<file path="config.mk">
export PLATFORM = sky130hd
export DESIGN_NAME = utf8_to_ucs_decoder
export DESIGN_NICKNAME = d
export VERILOG_FILES = /design/src/u2u_pkg.sv /design/src/utf8_to_ucs_decoder.sv /design/src/u2u_step.sv
export SDC_FILE = /design/constraint.sdc
export NUM_CORES = 1
export LEC_CHECK = 0
export ABC_AREA = 1
export BUFFER_PORTS_ARGS = -buffer_cell sky130_fd_sc_hd__buf_2
export CORE_ASPECT_RATIO = 1.5
export CORE_UTILIZATION = 53
export CTS_CLUSTER_DIAMETER = 30
export DETAILED_ROUTE_END_ITERATION = 12
export PLACE_DENSITY = 0.87
export SETUP_SLACK_MARGIN = 0.1
export SLEW_MARGIN = 20
export SYNTH_ARGS = -nofsm -noshare
export SYNTH_HDL_FRONTEND = slang
export SYNTH_HIERARCHICAL = 1
export SYNTH_SLANG_ARGS = --single-unit
export TNS_END_PERCENT = 100
</file>
<file path="constraint.sdc">
create_clock -name aclk -period 3.4 [get_ports aclk]
set_input_delay 1.02 -clock aclk [delete_from_list [all_inputs] [get_ports aclk]]
set_output_delay 1.02 -clock aclk [all_outputs]
set_load 0.005 [all_outputs]
</file>
<file path="src/u2u_pkg.sv">
// types and constants shared by the utf-8 to ucs decoder
package u2u_pkg;

    localparam int BYTE_W  = 8;
    localparam int LEFT_W  = 3;
    localparam int CP_W    = 31;
    localparam int COUNT_W = 3;

    localparam logic [CP_W-1:0]    QMARK_CP   = 31'd63;
    localparam logic [COUNT_W-1:0] COUNT_ONE  = 3'd1;
    localparam logic [COUNT_W-1:0] LEN_TWO    = 3'd2;
    localparam logic [COUNT_W-1:0] LEN_THREE  = 3'd3;
    localparam logic [COUNT_W-1:0] LEN_FOUR   = 3'd4;
    localparam logic [COUNT_W-1:0] LEN_FIVE   = 3'd5;
    localparam logic [COUNT_W-1:0] LEN_SIX    = 3'd6;

    localparam logic [BYTE_W-1:0] MASK_LEAD2 = 8'h1f;
    localparam logic [BYTE_W-1:0] MASK_LEAD3 = 8'h0f;
    localparam logic [BYTE_W-1:0] MASK_LEAD4 = 8'h07;
    localparam logic [BYTE_W-1:0] MASK_LEAD5 = 8'h03;
    localparam logic [BYTE_W-1:0] MASK_LEAD6 = 8'h01;

    typedef struct packed {
        logic [BYTE_W-1:0] data_byte;
        logic [LEFT_W-1:0] bytes_left;
    } in_item_t;

    typedef struct packed {
        logic [CP_W-1:0]    code_point;
        logic [COUNT_W-1:0] byte_count;
    } out_item_t;

    typedef struct packed {
        logic [CP_W-1:0]    partial_value;
        logic [COUNT_W-1:0] bytes_pending;
        logic [COUNT_W-1:0] sequence_length;
    } dec_state_t;

endpackage

</file>
<file path="src/utf8_to_ucs_decoder.sv">
// utf-8 to ucs decoder top level: input register, decode step, result register
//
//   channel | ports                    | payload
//   input   | s_valid s_ready s_data   | data_byte, bytes_left
//   result  | m_valid m_ready m_data   | code_point, byte_count
//
// one byte per cycle sustained while the result side keeps up; a byte waits in the input register
// and its code point is written to the result register as the byte leaves that stage
// the gathering state sits in one register updated as a byte leaves the input stage
// a byte that completes no character moves on even while the result register is full
// a held result stalls only a byte that would give a new code point
// reset clears valids and gathering state; payload registers are not reset
module utf8_to_ucs_decoder (
    input  logic                aclk,
    input  logic                aresetn,
    input  logic                s_valid,
    output logic                s_ready,
    input  u2u_pkg::in_item_t   s_data,
    output logic                m_valid,
    input  logic                m_ready,
    output u2u_pkg::out_item_t  m_data
);

    logic                in_valid_reg;
    logic                in_valid_next;
    u2u_pkg::in_item_t   in_data_reg;
    u2u_pkg::dec_state_t state_reg;
    u2u_pkg::dec_state_t state_next;
    logic                out_valid_reg;
    logic                out_valid_next;
    u2u_pkg::out_item_t  out_data_reg;
    u2u_pkg::out_item_t  step_result;
    logic                step_emit;
    logic                advance;

    u2u_step u_step (
        .item       (in_data_reg),
        .cur_state  (state_reg),
        .next_state (state_next),
        .emit       (step_emit),
        .result     (step_result)
    );

    assign advance = in_valid_reg && (!step_emit || !out_valid_reg || m_ready);
    assign s_ready = !in_valid_reg || advance;
    assign m_valid = out_valid_reg;
    assign m_data  = out_data_reg;

    always_comb begin
        in_valid_next = in_valid_reg;
        if (s_valid && s_ready) begin
            in_valid_next = 1'b1;
        end else if (advance) begin
            in_valid_next = 1'b0;
        end
    end

    always_comb begin
        out_valid_next = out_valid_reg;
        if (advance && step_emit) begin
            out_valid_next = 1'b1;
        end else if (m_ready) begin
            out_valid_next = 1'b0;
        end
    end

    always_ff @(posedge aclk) begin
        if (!aresetn) begin
            in_valid_reg  <= 1'b0;
            out_valid_reg <= 1'b0;
            state_reg     <= '0;
        end else begin
            in_valid_reg  <= in_valid_next;
            out_valid_reg <= out_valid_next;
            if (advance) begin
                state_reg <= state_next;
            end
        end
    end

    always_ff @(posedge aclk) begin
        if (s_valid && s_ready) begin
            in_data_reg <= s_data;
        end
        if (advance && step_emit) begin
            out_data_reg <= step_result;
        end
    end

`ifndef SYNTH
    // at most five continuation bytes are ever outstanding
    assert property (@(posedge aclk) disable iff (!aresetn)
        state_reg.bytes_pending <= 3'd5)
        else $error("bytes_pending out of range");

    // an outstanding form is always longer than what is still expected
    assert property (@(posedge aclk) disable iff (!aresetn)
        state_reg.bytes_pending != 3'd0 |->
            state_reg.sequence_length > state_reg.bytes_pending)
        else $error("sequence_length inconsistent with bytes_pending");

    // idle gathering state carries no leftover bits
    assert property (@(posedge aclk) disable iff (!aresetn)
        state_reg.bytes_pending == 3'd0 |->
            state_reg.partial_value == '0 && state_reg.sequence_length == 3'd0)
        else $error("stale partial value while idle");

    // every transaction on the result side covers one to six bytes
    assert property (@(posedge aclk) disable iff (!aresetn)
        out_valid_reg |-> out_data_reg.byte_count != 3'd0 &&
            out_data_reg.byte_count != 3'd7)
        else $error("byte_count out of range");

    // a byte held by a full result register stays in the input stage
    assert property (@(posedge aclk) disable iff (!aresetn)
        in_valid_reg && !advance |=> in_valid_reg && $stable(in_data_reg))
        else $error("input stage lost a stalled byte");
`endif

endmodule

</file>
<file path="src/u2u_step.sv">
// per-byte decode: next gathering state and the optional code point
module u2u_step (
    input  u2u_pkg::in_item_t   item,
    input  u2u_pkg::dec_state_t cur_state,
    output u2u_pkg::dec_state_t next_state,
    output logic                emit,
    output u2u_pkg::out_item_t  result
);

    logic [u2u_pkg::CP_W-1:0]    shifted;
    logic [u2u_pkg::COUNT_W-1:0] lead_len;
    logic [u2u_pkg::BYTE_W-1:0]  lead_bits;
    logic [u2u_pkg::BYTE_W-1:0]  b;

    assign b       = item.data_byte;
    assign shifted = {cur_state.partial_value[u2u_pkg::CP_W-7:0], b[5:0]};

    always_comb begin
        if (b inside {[8'hc0:8'hdf]}) begin
            lead_len  = u2u_pkg::LEN_TWO;
            lead_bits = b & u2u_pkg::MASK_LEAD2;
        end else if (b inside {[8'he0:8'hef]}) begin
            lead_len  = u2u_pkg::LEN_THREE;
            lead_bits = b & u2u_pkg::MASK_LEAD3;
        end else if (b inside {[8'hf0:8'hf7]}) begin
            lead_len  = u2u_pkg::LEN_FOUR;
            lead_bits = b & u2u_pkg::MASK_LEAD4;
        end else if (b inside {[8'hf8:8'hfb]}) begin
            lead_len  = u2u_pkg::LEN_FIVE;
            lead_bits = b & u2u_pkg::MASK_LEAD5;
        end else begin
            lead_len  = u2u_pkg::LEN_SIX;
            lead_bits = b & u2u_pkg::MASK_LEAD6;
        end
    end

    always_comb begin
        next_state = cur_state;
        emit       = 1'b0;
        result     = '0;
        if (cur_state.bytes_pending != '0) begin
            next_state.partial_value = shifted;
            next_state.bytes_pending = cur_state.bytes_pending - 3'd1;
            if (cur_state.bytes_pending == 3'd1) begin
                emit                       = 1'b1;
                result.code_point          = shifted;
                result.byte_count          = cur_state.sequence_length;
                next_state.partial_value   = '0;
                next_state.sequence_length = '0;
            end
        end else if (b inside {[8'h00:8'h7f]}) begin
            emit              = 1'b1;
            result.code_point = {{(u2u_pkg::CP_W-u2u_pkg::BYTE_W){1'b0}}, b};
            result.byte_count = u2u_pkg::COUNT_ONE;
        end else if (b inside {[8'h80:8'hbf]} || item.bytes_left < lead_len) begin
            // stray continuation or form running past the string end
            emit              = 1'b1;
            result.code_point = u2u_pkg::QMARK_CP;
            result.byte_count = u2u_pkg::COUNT_ONE;
        end else begin
            next_state.partial_value   =
                {{(u2u_pkg::CP_W-u2u_pkg::BYTE_W){1'b0}}, lead_bits};
            next_state.bytes_pending   = lead_len - 3'd1;
            next_state.sequence_length = lead_len;
        end
    end

endmodule

</file>
# After elaboration in Yosys (flattened, before gate mapping)
# Cells that the tools add are included.
# W data, S select, Z words.
[word_totals]
regBits = 78
inputBits = 15
output_inout_bits = 36
wordCells = 74
[classes]
add_sub_neg = 2
order_cmp = 13
eq_ne = 4
muxes = 25
reduce_logical = 21
[op_table]
columns = ["operator", "count"]
rows = [
  ["$mux W34", 3],
  ["$mux W31", 3],
  ["$ge A8 B8 Y1 const B", 5],
  ["$le A8 B8 Y1 const B", 5],
  ["$mux W25", 1],
  ["$mux W8", 3],
  ["$mux W3", 4],
  ["$logic_and A1 B1 Y1", 9],
  ["$mux W9", 1],
  ["$ge A8 B1 Y1 const B", 1],
  ["$le A8 B7 Y1 const B", 1],
  ["$mux W1", 8],
  ["$sub A3 B1 Y3 const B", 2],
  ["$logic_or A1 B1 Y1", 4],
  ["$mux W2", 2],
  ["$ne A2 B1 Y1 const B", 2],
  ["$reduce_and A4 Y1", 1],
  ["$reduce_bool A2 Y1", 2],
  ["$eq A3 B1 Y1 const B", 1],
  ["$logic_not A1 Y1", 3],
  ["$lt A3 B3 Y1", 1],
  ["$reduce_and A3 Y1", 1],
  ["$reduce_bool A3 Y1", 1],
  ["$ne A2 B2 Y1 const B", 1],
]

# Logic depth before layout (Yosys ltp)
# Gate-level depths: netlist (run 1).
[depth]
ltp_word = 18
depth_mapped = 18
mapped_depth_nobuf = 18

# By module
# The synthesis (run 1) kept the hierarchy.
[by_module_without_submodules]
columns = ["mod", "instances", "cells_each", "area_per_inst_um2", "seq_area_each_um2"]
rows = [
  ["utf8_to_ucs_decoder", 1, 303, 3105.5, 2132.0],
  ["u2u_step", 1, 204, 1179.9, 0.0],
]

# Least setup slack after synthesis (run 1)
# No wires, ideal clock.
[synth_path]
kind = "reg2reg"
startpoint = "register in_data_reg[10] (netlist bit)"
endpoint = "register out_data_reg, in the netlist m_data[0] (enable)"
setup_ns = 0.389
arrival_time_ns = 2.964
required_time_ns = 3.011
setup_slack_ns = 0.048
stages_incl_launch_ff = 18
n_path_buf = 2
period_less_slack_ns = 3.352
cell_sequence = "edfxtp_1 > nand2_2 > clkinv_1 > nand2_1 > inv_1 > ha_1 > nand2_1 > inv_1 > nand2_2 > nand2_4 > nand2_8 > nand2_8 > nand2_4 > nand3_2 > buf_6 > buf_2 > nand3_1 > inv_1"
[synth_via]
elab_chain_cells = 16
word_cells_on_any_way = 32
cone_classes = "order compare (13); mux (7); reduce/logical (12)"
[synth_lines]
columns = ["element", "line", "text"]
rows = [
  ["start, declared", "utf8_to_ucs_decoder.sv:26", "u2u_pkg::in_item_t in_data_reg;"],
  ["start signal, assigned", "utf8_to_ucs_decoder.sv:83", "in_data_reg <= s_data;"],
  ["$ge A8 B8 Y1 or $le A8 B8 Y1 (tied branches)", "u2u_step.sv:28", "end else if (b inside {[8'hf8:8'hfb]}) begin"],
  ["$logic_and A1 B1 Y1", "u2u_step.sv:28", ""],
  ["$mux W2", "u2u_step.sv:28", ""],
  ["$mux W3", "u2u_step.sv:25", "end else if (b inside {[8'hf0:8'hf7]}) begin"],
  ["$mux W3", "u2u_step.sv:22", "end else if (b inside {[8'he0:8'hef]}) begin"],
  ["$mux W3", "u2u_step.sv:19", "if (b inside {[8'hc0:8'hdf]}) begin"],
  ["$lt A3 B3 Y1", "u2u_step.sv:55", "end else if (b inside {[8'h80:8'hbf]} || item.bytes_left < lead_len) begin"],
  ["$logic_or A1 B1 Y1", "u2u_step.sv:55", ""],
  ["$mux W1", "u2u_step.sv:55", ""],
  ["$mux W1 (*)", "u2u_step.sv:51", "end else if (b inside {[8'h00:8'h7f]}) begin"],
  ["$mux W1 (*)", "u2u_step.sv:41", "if (cur_state.bytes_pending != '0) begin"],
  ["net step_emit", "utf8_to_ucs_decoder.sv:33", "logic step_emit;"],
  ["$logic_not A1 Y1", "utf8_to_ucs_decoder.sv:44", "assign advance = in_valid_reg && (!step_emit || !out_valid_reg || m_ready);"],
  ["$logic_or A1 B1 Y1 (2 in a row)", "utf8_to_ucs_decoder.sv:44", ""],
  ["$logic_and A1 B1 Y1", "utf8_to_ucs_decoder.sv:44", ""],
  ["$logic_and A1 B1 Y1 (*)", "utf8_to_ucs_decoder.sv:85", "if (advance && step_emit) begin"],
  ["end signal, assigned", "utf8_to_ucs_decoder.sv:86", "out_data_reg <= step_result;"],
  ["end, declared", "utf8_to_ucs_decoder.sv:31", "u2u_pkg::out_item_t out_data_reg;"],
]
# The timed path passes the listed nets; every way through them passes the cells marked *.
# A chain may end at the register's enable or synchronous reset.

# Worst setup path after layout (run 1)
[layout_path]
startpoint = "register in_data_reg[9] (netlist bit)"
endpoint = "output s_ready"
[layout_via]
elab_chain_cells = 16
word_cells_on_any_way = 32
cone_classes = "order compare (13); mux (7); reduce/logical (12)"
[layout_lines]
columns = ["element", "line", "text"]
rows = [
  ["$ge A8 B8 Y1 or $le A8 B8 Y1 (tied branches)", "u2u_step.sv:28", ""],
  ["$logic_and A1 B1 Y1", "u2u_step.sv:28", ""],
  ["$mux W2", "u2u_step.sv:28", ""],
  ["$mux W3", "u2u_step.sv:25", ""],
  ["$mux W3", "u2u_step.sv:22", ""],
  ["$mux W3", "u2u_step.sv:19", ""],
  ["$lt A3 B3 Y1", "u2u_step.sv:55", ""],
  ["$logic_or A1 B1 Y1", "u2u_step.sv:55", ""],
  ["$mux W1", "u2u_step.sv:55", ""],
  ["$mux W1 (*)", "u2u_step.sv:51", ""],
  ["$mux W1 (*)", "u2u_step.sv:41", ""],
  ["net step_emit", "utf8_to_ucs_decoder.sv:33", ""],
  ["$logic_not A1 Y1 (*)", "utf8_to_ucs_decoder.sv:44", ""],
  ["$logic_or A1 B1 Y1 (*) (2 in a row)", "utf8_to_ucs_decoder.sv:44", ""],
  ["$logic_and A1 B1 Y1 (*)", "utf8_to_ucs_decoder.sv:44", ""],
  ["$logic_or A1 B1 Y1 (*)", "utf8_to_ucs_decoder.sv:45", "assign s_ready = !in_valid_reg || advance;"],
  ["end, declared", "utf8_to_ucs_decoder.sv:17", "output logic s_ready,"],
]
# Marked as above.

==> key figures, run 1 <==
Global route
  – Congestion Overflow GR: 0
  – Largest net degree at the start of global routing: 65
  – First-pass GRT wire length: 12760 um
  – GRT Util Overall: 21.46%
  – Initial antenna violation count: 0
  – Number of global-route vias before repair: 2957

Place
  – IO Port Bufs: 50
  – GP Congestion: 0.8397
  – HPWL Detailed: 4978 um
  – Inst Count DP: 584

Clock network
  – Clock sink total: 78
  – CTS clk-pin slew, worst paths: 70 ps
  – Clock root cell: clkbuf_8
  – Max Root-Sink Buffers: 2
  – TritonCTS clock tree: done
  – Clk Latency, worst-skew pair: 370 ps
  – TritonCTS buffer count: 9
  – CTS hold repair buffers: 0
  – H-tree depth: 3

Detailed routing
  – Wirelength, routed: 7777 um
  – Vias/cell: 5.114
  – DRC viols: 0
  – First DRT Iteration DRCs: 352
  – Via Count: 3135
  – Routed WL per cell: 12.69 um
  – 1st-pass router iterations: 5
  – Routed Antenna Nets: 0

Synthesis
  – Gate Count Post-Synth: 459
  – Post-Syn Nets: 480
  – YS warnings: 6
  – Synth Cell Area: 3978 um^2
  – Avg Cell Area, Syn: 8.666 um^2

Worst setup path
  – CP Class: flop to primary output
  – Setup crit start kind: flop
  – CP arrival: 2170 ps
  – Critical Path Fanout Max: 5
  – Req. time, crit path: 2380 ps
  – Crit path capture type: primary output

Timing
  – Worst slew margin: 58.63%
  – Final Slew Violations: 0
  – F_max: 313.9 MHz
  – Setup TNS: 0 ps
  – Final hold vios: 0
  – Clock Skew: 9.051 ps
  – Min Tclk post-route: 3186 ps
  – Unrepaired setup endpoints after global routing: no
  – Fin crit share: 93.71%
  – Final Setup Violations: 0
  – Slew @ Worst Pin: 620.6 ps

Floorplanning
  – Die width: 72.74 um
  – Row Count: 38
  – Die Y: 108.1 um
  – Starting density of the core: 55.04%
  – Die ar.: 7863 um^2
  – IO Count: 51
  – CORE AREA: 7227 um^2

Layout
  – Max reg flops: 34
  – Final non-filler cell total: 613
  – Finished Core Util: 62.81%
  – Antenna Cells: 0
  – Share of layout cells above drive strength 1: 23.78%
  – Area grow syn2layout: 14.12%
  – Final net count: 529

Pwr
  – Leak Pwr: 1.859 nW
  – Maximum vdd ir drop: 0.3436 mV
  – Pwr Total: 0.002165 W
  – PD cells: 476.9 nW/um^2

Outcome
  – Status: completed

Hold path
  – Hold WC Path Type: flop to flop

Run
  – MaxCap Viol Count: 0
[metal layers]
metal	vias up	wire length, um	GRT usage, %	share of wire (%)
met5	-	0	0	0
met4	0	227	13.45	2.9
met3	19	376	6.710	4.8
met2	85	4177	36.18	54
met1	1459	2995	23.02	39
li1	1572	-	-	-
[repair_timing]
action                     in CTS  in global routing
resized for setup               5                  4
pin swaps                       6                  4
buffers inserted                6                  7
setup endpoints to repair       1                  1
[report_power, final]
group	switching, W	leakage [nW]	internal (W)	total, W
registers	0.0000304	0.677	0.00107	0.00110
logic	0.000268	1.09	0.000162	0.000430
clock network	0.000313	0.0914	0.000324	0.000637
total	0.000611	1.86	0.00155	0.00216
[cells in the final DEF, fill, tap and decap left out]
cell type and n:
inv_1 76, o2bb2ai_1 2, nor2_4 2, dfxtp_1 32, nor2_1 62, clkbuf_1 3
buf_4 19, nand2_2 3, clkinv_1 1, inv_2 2, ha_4 1, nand4_1 7
o21ai_0 1, clkinv_2 1, nand3_2 1, clkbuf_8 12, nand2_1 69, a21boi_0 1
xnor2_1 2, o21ai_2 1, buf_2 50, ha_1 5, clkinvlp_4 1, a21oi_1 31
a21oi_2 1, edfxtp_1 45, nand2_4 2, a21boi_1 1, nor2_2 1, nor2_8 1
nand2_8 3, o22ai_2 19, dfxtp_2 1, o22ai_1 2, or2_2 1, nand3_1 51
[per-stage QoR]
| step | hold WS (ps) | worst slack, ps | instance area, um^2 |
|---|---|---|---|
| after floorplan | 451.6 | 117.7 | 3981 |
| after global placement | 461.0 | 345.7 | 4218 |
| after detailed placement | 470.0 | 199.2 | 4218 |
| after CTS | 487.9 | 108.0 | 4462 |
| after global routing | 515.8 | 72.33 | 4539 |
| final | 486.5 | 213.9 | 4539 |
[layout make-up]
cell class,count,area [um^2]
clock buffer,15,176.4
clock inverter,1,3.754
fill,605,2688
inverter,80,305.3
multi-input combinational,270,1523
sequential,78,2013
tap,100,125.1
timing repair buffer,69,392.9
[path summary, 6_finish.rpt]
path | start | endpoint | slack [ps] | cells after the start
min | state_reg[17]$_SDFFE_PN0P_ | state_reg[17]$_SDFFE_PN0P_ | 490 | 2
max reg2reg | in_data_reg[9]$_DFFE_PP_ | m_data[6]$_DFFE_PP_ | 660 | 17
max | in_data_reg[9]$_DFFE_PP_ | s_ready | 210 | 14
min reg2reg | state_reg[17]$_SDFFE_PN0P_ | state_reg[17]$_SDFFE_PN0P_ | 490 | 2
[critical path, cell delays in order, from the launching register on]
cell      delay, ps
edfxtp_1        430
nand2_4         140
nor2_4           50
nand2_1          90
inv_1            70
ha_1            270
nand2_1          60
inv_1            40
nand2_2          80
nand2_4          70
nand2_8          90
nand2_8          60
nand2_8          80
nand4_1         120
buf_2           150
(Power assumes the default switching activity.)
==> run 2: changes to the inputs <==
--- a/config.mk
+++ b/config.mk
@@ -8,10 +8,10 @@
 export ABC_AREA = 1
 export BUFFER_PORTS_ARGS = -buffer_cell sky130_fd_sc_hd__buf_2
 export CORE_ASPECT_RATIO = 1.5
-export CORE_UTILIZATION = 53
+export CORE_UTILIZATION = 25
 export CTS_CLUSTER_DIAMETER = 30
 export DETAILED_ROUTE_END_ITERATION = 12
-export PLACE_DENSITY = 0.87
+export PLACE_DENSITY = 0.52
 export SETUP_SLACK_MARGIN = 0.1
 export SLEW_MARGIN = 20
 export SYNTH_ARGS = -nofsm -noshare
==> run 2 against run 1 <==
Non-clock buffer count decreased by 1. Design area increased by 4.9%. Final cell count increased by 17%. Critical path depth decreased by 2. Clock power increased by 50%. Via count decreased by 2.5%. First-iteration DRC count decreased by 55%. Global-route usage decreased by 10 points. Combinational power about the same. Total power increased by 15%. Critical path type unchanged.
==> key figures, run 2 (same netlist as run 1, synthesis figures left out) <==
Layout
  – Final net count: 528
  – Max reg flops: 34
  – Antenna Cells: 0
  – Most frequent cells in the layout: inv_1, nand2_1, nor2_1, nand3_1, buf_2
  – Area grow syn2layout: 19.66%
  – Share of layout cells above drive strength 1: 24.41%
  – Commonest non-fill, non-tap cell in the layout: inv_1
  – Final non-filler cell total: 715

Worst setup path
  – Critical path launch point: in_data_reg[7]$_DFFE_PP_
  – Reg2Reg Setup Slack: 810 ps
  – Crit path to: s_ready
  – Crit path capture type: primary output
  – Req. time, crit path: 2380 ps
  – Worst r2r path cells: 14
  – Setup crit start kind: flop
  – Critical Path Fanout Max: 4
  – R2R Path Start: in_data_reg[7]$_DFFE_PP_
  – CP arrival: 2150 ps
  – CP Class: flop to primary output
  – Worst R2R End: m_data[12]$_DFFE_PP_

Pwr
  – PD cells: 521.7 nW/um^2
  – Pwr Total: 0.002483 W
  – Maximum vdd ir drop: 0.2552 mV
  – Leak Pwr: 1.908 nW

Clock network
  – TritonCTS clock tree: done
  – Clock sink total: 78
  – TritonCTS buffer count: 9
  – Clk Latency, worst-skew pair: 330 ps
  – Clock root cell: clkbuf_16
  – H-tree depth: 3
  – Max Root-Sink Buffers: 2
  – CTS clk-pin slew, worst paths: 60 ps

Detailed routing
  – DRC viols: 0
  – Routed WL per cell: 12.44 um
  – First DRT Iteration DRCs: 160
  – Via Count: 3056
  – Routed Antenna Nets: 0
  – Vias/cell: 4.274
  – Wirelength, routed: 8895 um
  – 1st-pass router iterations: 6

Timing
  – Clock Skew: 5.384 ps
  – Setup TNS: 0 ps
  – Final hold vios: 0
  – Slew @ Worst Pin: 656.8 ps
  – Min Tclk post-route: 3171 ps
  – Final Worst Setup Slack: 228.8 ps
  – Unrepaired setup endpoints after global routing: no
  – Fin crit share: 93.27%
  – F_max: 315.3 MHz
  – Worst slew margin: 56.22%
  – Final Setup Violations: 0
  – Final Slew Violations: 0

Floorplanning
  – Die ar.: 16430 um^2
  – CORE AREA: 15630 um^2
  – Die Y: 156.5 um
  – IO Count: 51
  – Starting density of the core: 25.46%
  – Die width: 105.0 um
  – Row Count: 56

Run
  – MaxCap Viol Count: 0

Global route
  – First-pass GRT wire length: 14460 um
  – GRT Util Overall: 11.34%
  – Initial antenna violation count: 0
  – Number of global-route vias before repair: 2935
  – Congestion Overflow GR: 0
  – Largest net degree at the start of global routing: 65

Hold path
  – Hold WC Path Type: flop to flop

Outcome
  – Status: completed

Place
  – HPWL Detailed: 6013 um
  – Placement Setup Slack: 198.7 ps
  – Inst Count DP: 687
  – IO Port Bufs: 50
  – GP Congestion: 0.8250
[run 2: cell types whose count changed in the layout (fill, tap and decap cells not counted), moves of 2 or more]
cell / delta
clkbuf_16: +9
clkbuf_8: -11
clkinv_2: +2
nand2_2: +2
clkbuf_1: -3
[run 2: what timing repair did]
action                                  CTS  global route
gates resized for setup                   3             4
hold buffers                              0             0
endpoints found under the setup margin    1             1
pin swaps                                 6             5
setup buffers                             5             7
[run 2: power breakdown]
group,internal (W),total [W],switching [W]
registers,0.00107,0.00110,0.0000304
clock network,0.000585,0.000956,0.000371
logic,0.000159,0.000428,0.000269
[run 2: how the worst min path moves through the flow]
| stage | startpoint | to | cells after the start |
|---|---|---|---|
| after floorplan | state_reg[23]$_SDFFE_PN0P_ | state_reg[23]$_SDFFE_PN0P_ | 2 |
| after detailed placement | state_reg[13]$_SDFFE_PN0P_ | state_reg[13]$_SDFFE_PN0P_ | 2 |
| after global routing | state_reg[24]$_SDFFE_PN0P_ | state_reg[24]$_SDFFE_PN0P_ | 2 |
| final | state_reg[17]$_SDFFE_PN0P_ | state_reg[17]$_SDFFE_PN0P_ | 2 |
| after global placement | state_reg[20]$_SDFFE_PN0P_ | state_reg[20]$_SDFFE_PN0P_ | 2 |
| after CTS | state_reg[13]$_SDFFE_PN0P_ | state_reg[13]$_SDFFE_PN0P_ | 2 |
[run 2: worst max-delay path: stages (launching register included)]
cell      delay (ps)
edfxtp_1         400
nand2_2           90
buf_4            140
nand2_2           50
inv_1             40
ha_1             290
a21oi_2          190
nand2_4          100
nand2_8           80
nand2_8           60
nand2_8           80
nand4_1          140
buf_2            170
[run 2: layout make-up]
cell class | instances | area (um^2)
inverters | 80 | 304.0
flip-flops and latches | 78 | 2013
clock inverters | 6 | 61.31
repair buffers | 68 | 385.4
multi-input cells | 270 | 1503
well taps | 203 | 254.0
fillers | 1645 | 10870
clock buffers | 10 | 239.0
[run 2: stage by stage]
step	hold slack [ps]	cell area, um^2	utilization (%)
3_3_place_gp	461.2	4347	27.82
5_1_grt	504.0	4760	30.46
3_5_place_dp	468.2	4347	27.82
6_report	482.3	4760	30.46
2_1_floorplan	451.6	3981	-
4_1_cts	482.8	4700	30.08
[run 2: layer usage]
| layer | track usage, % | vias up | part of all wire (%) |
|---|---|---|---|
| li1 | - | 1572 | - |
| met1 | 11.38 | 1418 | 39 |
| met2 | 21.89 | 53 | 55 |
| met3 | 2.374 | 13 | 3.3 |
| met4 | 5.701 | 0 | 2.5 |
| met5 | 0 | - | 0 |
==> run 3: changes to the inputs <==
--- a/config.mk
+++ b/config.mk
@@ -7,12 +7,12 @@
 export LEC_CHECK = 0
 export ABC_AREA = 1
 export BUFFER_PORTS_ARGS = -buffer_cell sky130_fd_sc_hd__buf_2
-export CORE_ASPECT_RATIO = 1.5
+export CORE_ASPECT_RATIO = 1.2
 export CORE_UTILIZATION = 25
 export CTS_CLUSTER_DIAMETER = 30
 export DETAILED_ROUTE_END_ITERATION = 12
 export PLACE_DENSITY = 0.52
-export SETUP_SLACK_MARGIN = 0.1
+export SETUP_SLACK_MARGIN = 0.2
 export SLEW_MARGIN = 20
 export SYNTH_ARGS = -nofsm -noshare
 export SYNTH_HDL_FRONTEND = slang
==> run 3 against run 2 <==
Register-to-register slack lost 100 ps. Wire length shrank 0.20%. Highest routed layer unchanged. Sequential power is essentially flat. Critical path depth grew 2. Largest cell class unchanged. Total power shrank 2.4%. Count of clock-buffer cells in the layout is the same.
==> key figures, run 3 (same netlist as run 1, synthesis figures left out) <==
Outcome
  – Status: completed

Layout
  – Max reg flops: 34
  – Multi-input gate area: 1538 um^2
  – Area grow syn2layout: 20.10%
  – Most frequent cells in the layout: inv_1, nand2_1, nor2_1, nand3_1, buf_2
  – Storage cell area: 2013 um^2
  – Final Cell Area: 4777 um^2
  – Fill cells: 1640
  – Antenna Cells: 0
  – Share of layout cells above drive strength 1: 24.80%
  – Commonest non-fill, non-tap cell in the layout: inv_1
  – Final net count: 528

Detailed routing
  – Routed WL per cell: 12.33 um
  – Wirelength, routed: 8877 um
  – First DRT Iteration DRCs: 201
  – DRC viols: 0
  – Vias/cell: 4.278
  – Via Count: 3080
  – 1st-pass router iterations: 4
  – Routed Antenna Nets: 0

Place
  – IO Port Bufs: 50
  – DP Area: 4354 um^2
  – GP Congestion: 0.8223
  – HPWL Detailed: 5752 um

Global route
  – Initial antenna violation count: 0
  – M2 GR Usage: 20.19%
  – First-pass GRT wire length: 14660 um
  – Met3 Track Usage GR: 3.245%
  – Number of global-route vias before repair: 3058
  – GRT Util Overall: 11.62%
  – Largest net degree at the start of global routing: 65
  – Congestion Overflow GR: 0
  – Gr busiest metal: met2
  – Met1 Usage GRT: 13.42%

Floorplanning
  – Starting density of the core: 25.53%
  – Die Y: 140.2 um
  – Die width: 117.1 um
  – Die ar.: 16420 um^2
  – Row Count: 50
  – IO Count: 51
  – CORE AREA: 15580 um^2

Timing
  – F_max: 323.6 MHz
  – Worst slew margin: 56.69%
  – Final Slew Violations: 0
  – Fin crit share: 90.88%
  – Unrepaired setup endpoints after global routing: no
  – Final hold vios: 0
  – Final Setup Violations: 0
  – Clock Skew: 4.864 ps
  – Slew @ Worst Pin: 649.7 ps
  – Setup TNS: 0 ps
  – Min Tclk post-route: 3090 ps

Clock network
  – H-tree depth: 3
  – CTS hold repair buffers: 0
  – CTS clk-pin slew, worst paths: 60 ps
  – TritonCTS clock tree: done
  – Max Root-Sink Buffers: 2
  – TritonCTS buffer count: 9
  – Clk Latency, worst-skew pair: 340 ps
  – Clock root cell: clkbuf_16
  – Clock sink total: 78

Hold path
  – Hold WC Path Type: flop to flop

Pwr
  – Sequential Power Share: 45.4%
  – Maximum vdd ir drop: 0.2357 mV
  – Switching pwr: 0.0006855 W
  – Gate power share: 17.7%
  – Leak Pwr: 1.906 nW
  – PD cells: 507.2 nW/um^2
  – Sw Ratio: 28.29%
  – Internal: 0.001738 W
  – Clock power share: 36.9%

Worst setup path
  – CP arrival: 2070 ps
  – Req. time, crit path: 2380 ps
  – Critical Path Fanout Max: 3
  – CP Class: flop to primary output
  – Setup crit start kind: flop
  – Crit path capture type: primary output

Run
  – MaxCap Viol Count: 0
run 3: cell count changes in the layout (fill, tap and decap cells not counted), sizes merged:
cell / change
bufinv: -1
clkinv: -1
inv: +2
run 3: timing repair:
| item | 4_1_cts | 5_1_grt |
|---|---|---|
| endpoints found under the setup margin | 1 | 1 |
| pin swaps | 5 | 2 |
| endpoints found under the hold margin | 0 | 0 |
| setup buffers | 8 | 4 |
| cloned | 0 | 0 |
| resized for setup | 4 | 9 |
run 3: layout make-up:
type                       count  share of cell area [%]
inverter                      80                   6.417
timing repair buffer          68                   8.067
tap                          208                   5.448
multi-input combinational    270                   32.19
clock buffer                  10                   5.003
clock inverter                 6                  0.7334
sequential                    78                   42.14
run 3: stage by stage:
| step | hold slack [ps] | std cells | worst slack (ps) | power (W) | util, % |
|---|---|---|---|---|---|
| floorplan | 451.6 | 459 | 278.1 | 0.001434 | - |
| global placement | 461.0 | 692 | 338.5 | 0.001519 | 27.95 |
| detailed placement | 468.7 | 692 | 239.1 | 0.001528 | 27.95 |
| CTS | 483.8 | 716 | 203.2 | 0.002446 | 30.27 |
| global route | 509.0 | 720 | 192.1 | 0.002554 | 30.67 |
| finish | 479.9 | 720 | 310.1 | 0.002423 | 30.67 |
run 3: worst max-delay path, cell delays in order (launching register included):
cell and delay [ps]:
edfxtp_1 410, nand2_2 150, nor2_4 50, nand2_2 80, inv_2 50, ha_1 270, nand2_1 60, inv_1 40
nand2_2 70, nand2_4 70, nand2_8 80, nand2_8 60, nand2_8 70, nand4_1 110, buf_2 160
run 3: worst paths after layout:
| check | start | end | slack (ps) | depth (start not counted) |
|---|---|---|---|---|
| setup / recovery | in_data_reg[7]$_DFFE_PP_ | s_ready | 310 | 14 |
| hold / removal | state_reg[15]$_SDFFE_PN0P_ | state_reg[15]$_SDFFE_PN0P_ | 480 | 2 |
| setup reg to reg | in_data_reg[10]$_DFFE_PP_ | m_data[4]$_DFFE_PP_ | 710 | 17 |
| hold reg to reg | state_reg[15]$_SDFFE_PN0P_ | state_reg[15]$_SDFFE_PN0P_ | 480 | 2 |
run 3: power by group through the flow:
stage | sequential, W | combinational, W | clock [W]
2_1_floorplan | 0.00112 | 0.000316 | 0
3_3_place_gp | 0.00112 | 0.000399 | 0
3_5_place_dp | 0.00112 | 0.000406 | 0
4_1_cts | 0.00110 | 0.000427 | 0.000919
5_1_grt | 0.00111 | 0.000484 | 0.000963
6_report | 0.00110 | 0.000429 | 0.000895
run 3: layer usage:
layer	part of all wire, %	wire, um
met3	4.0	358
met2	50	4424
met1	45	3962
met4	1.5	132
met5	0	0
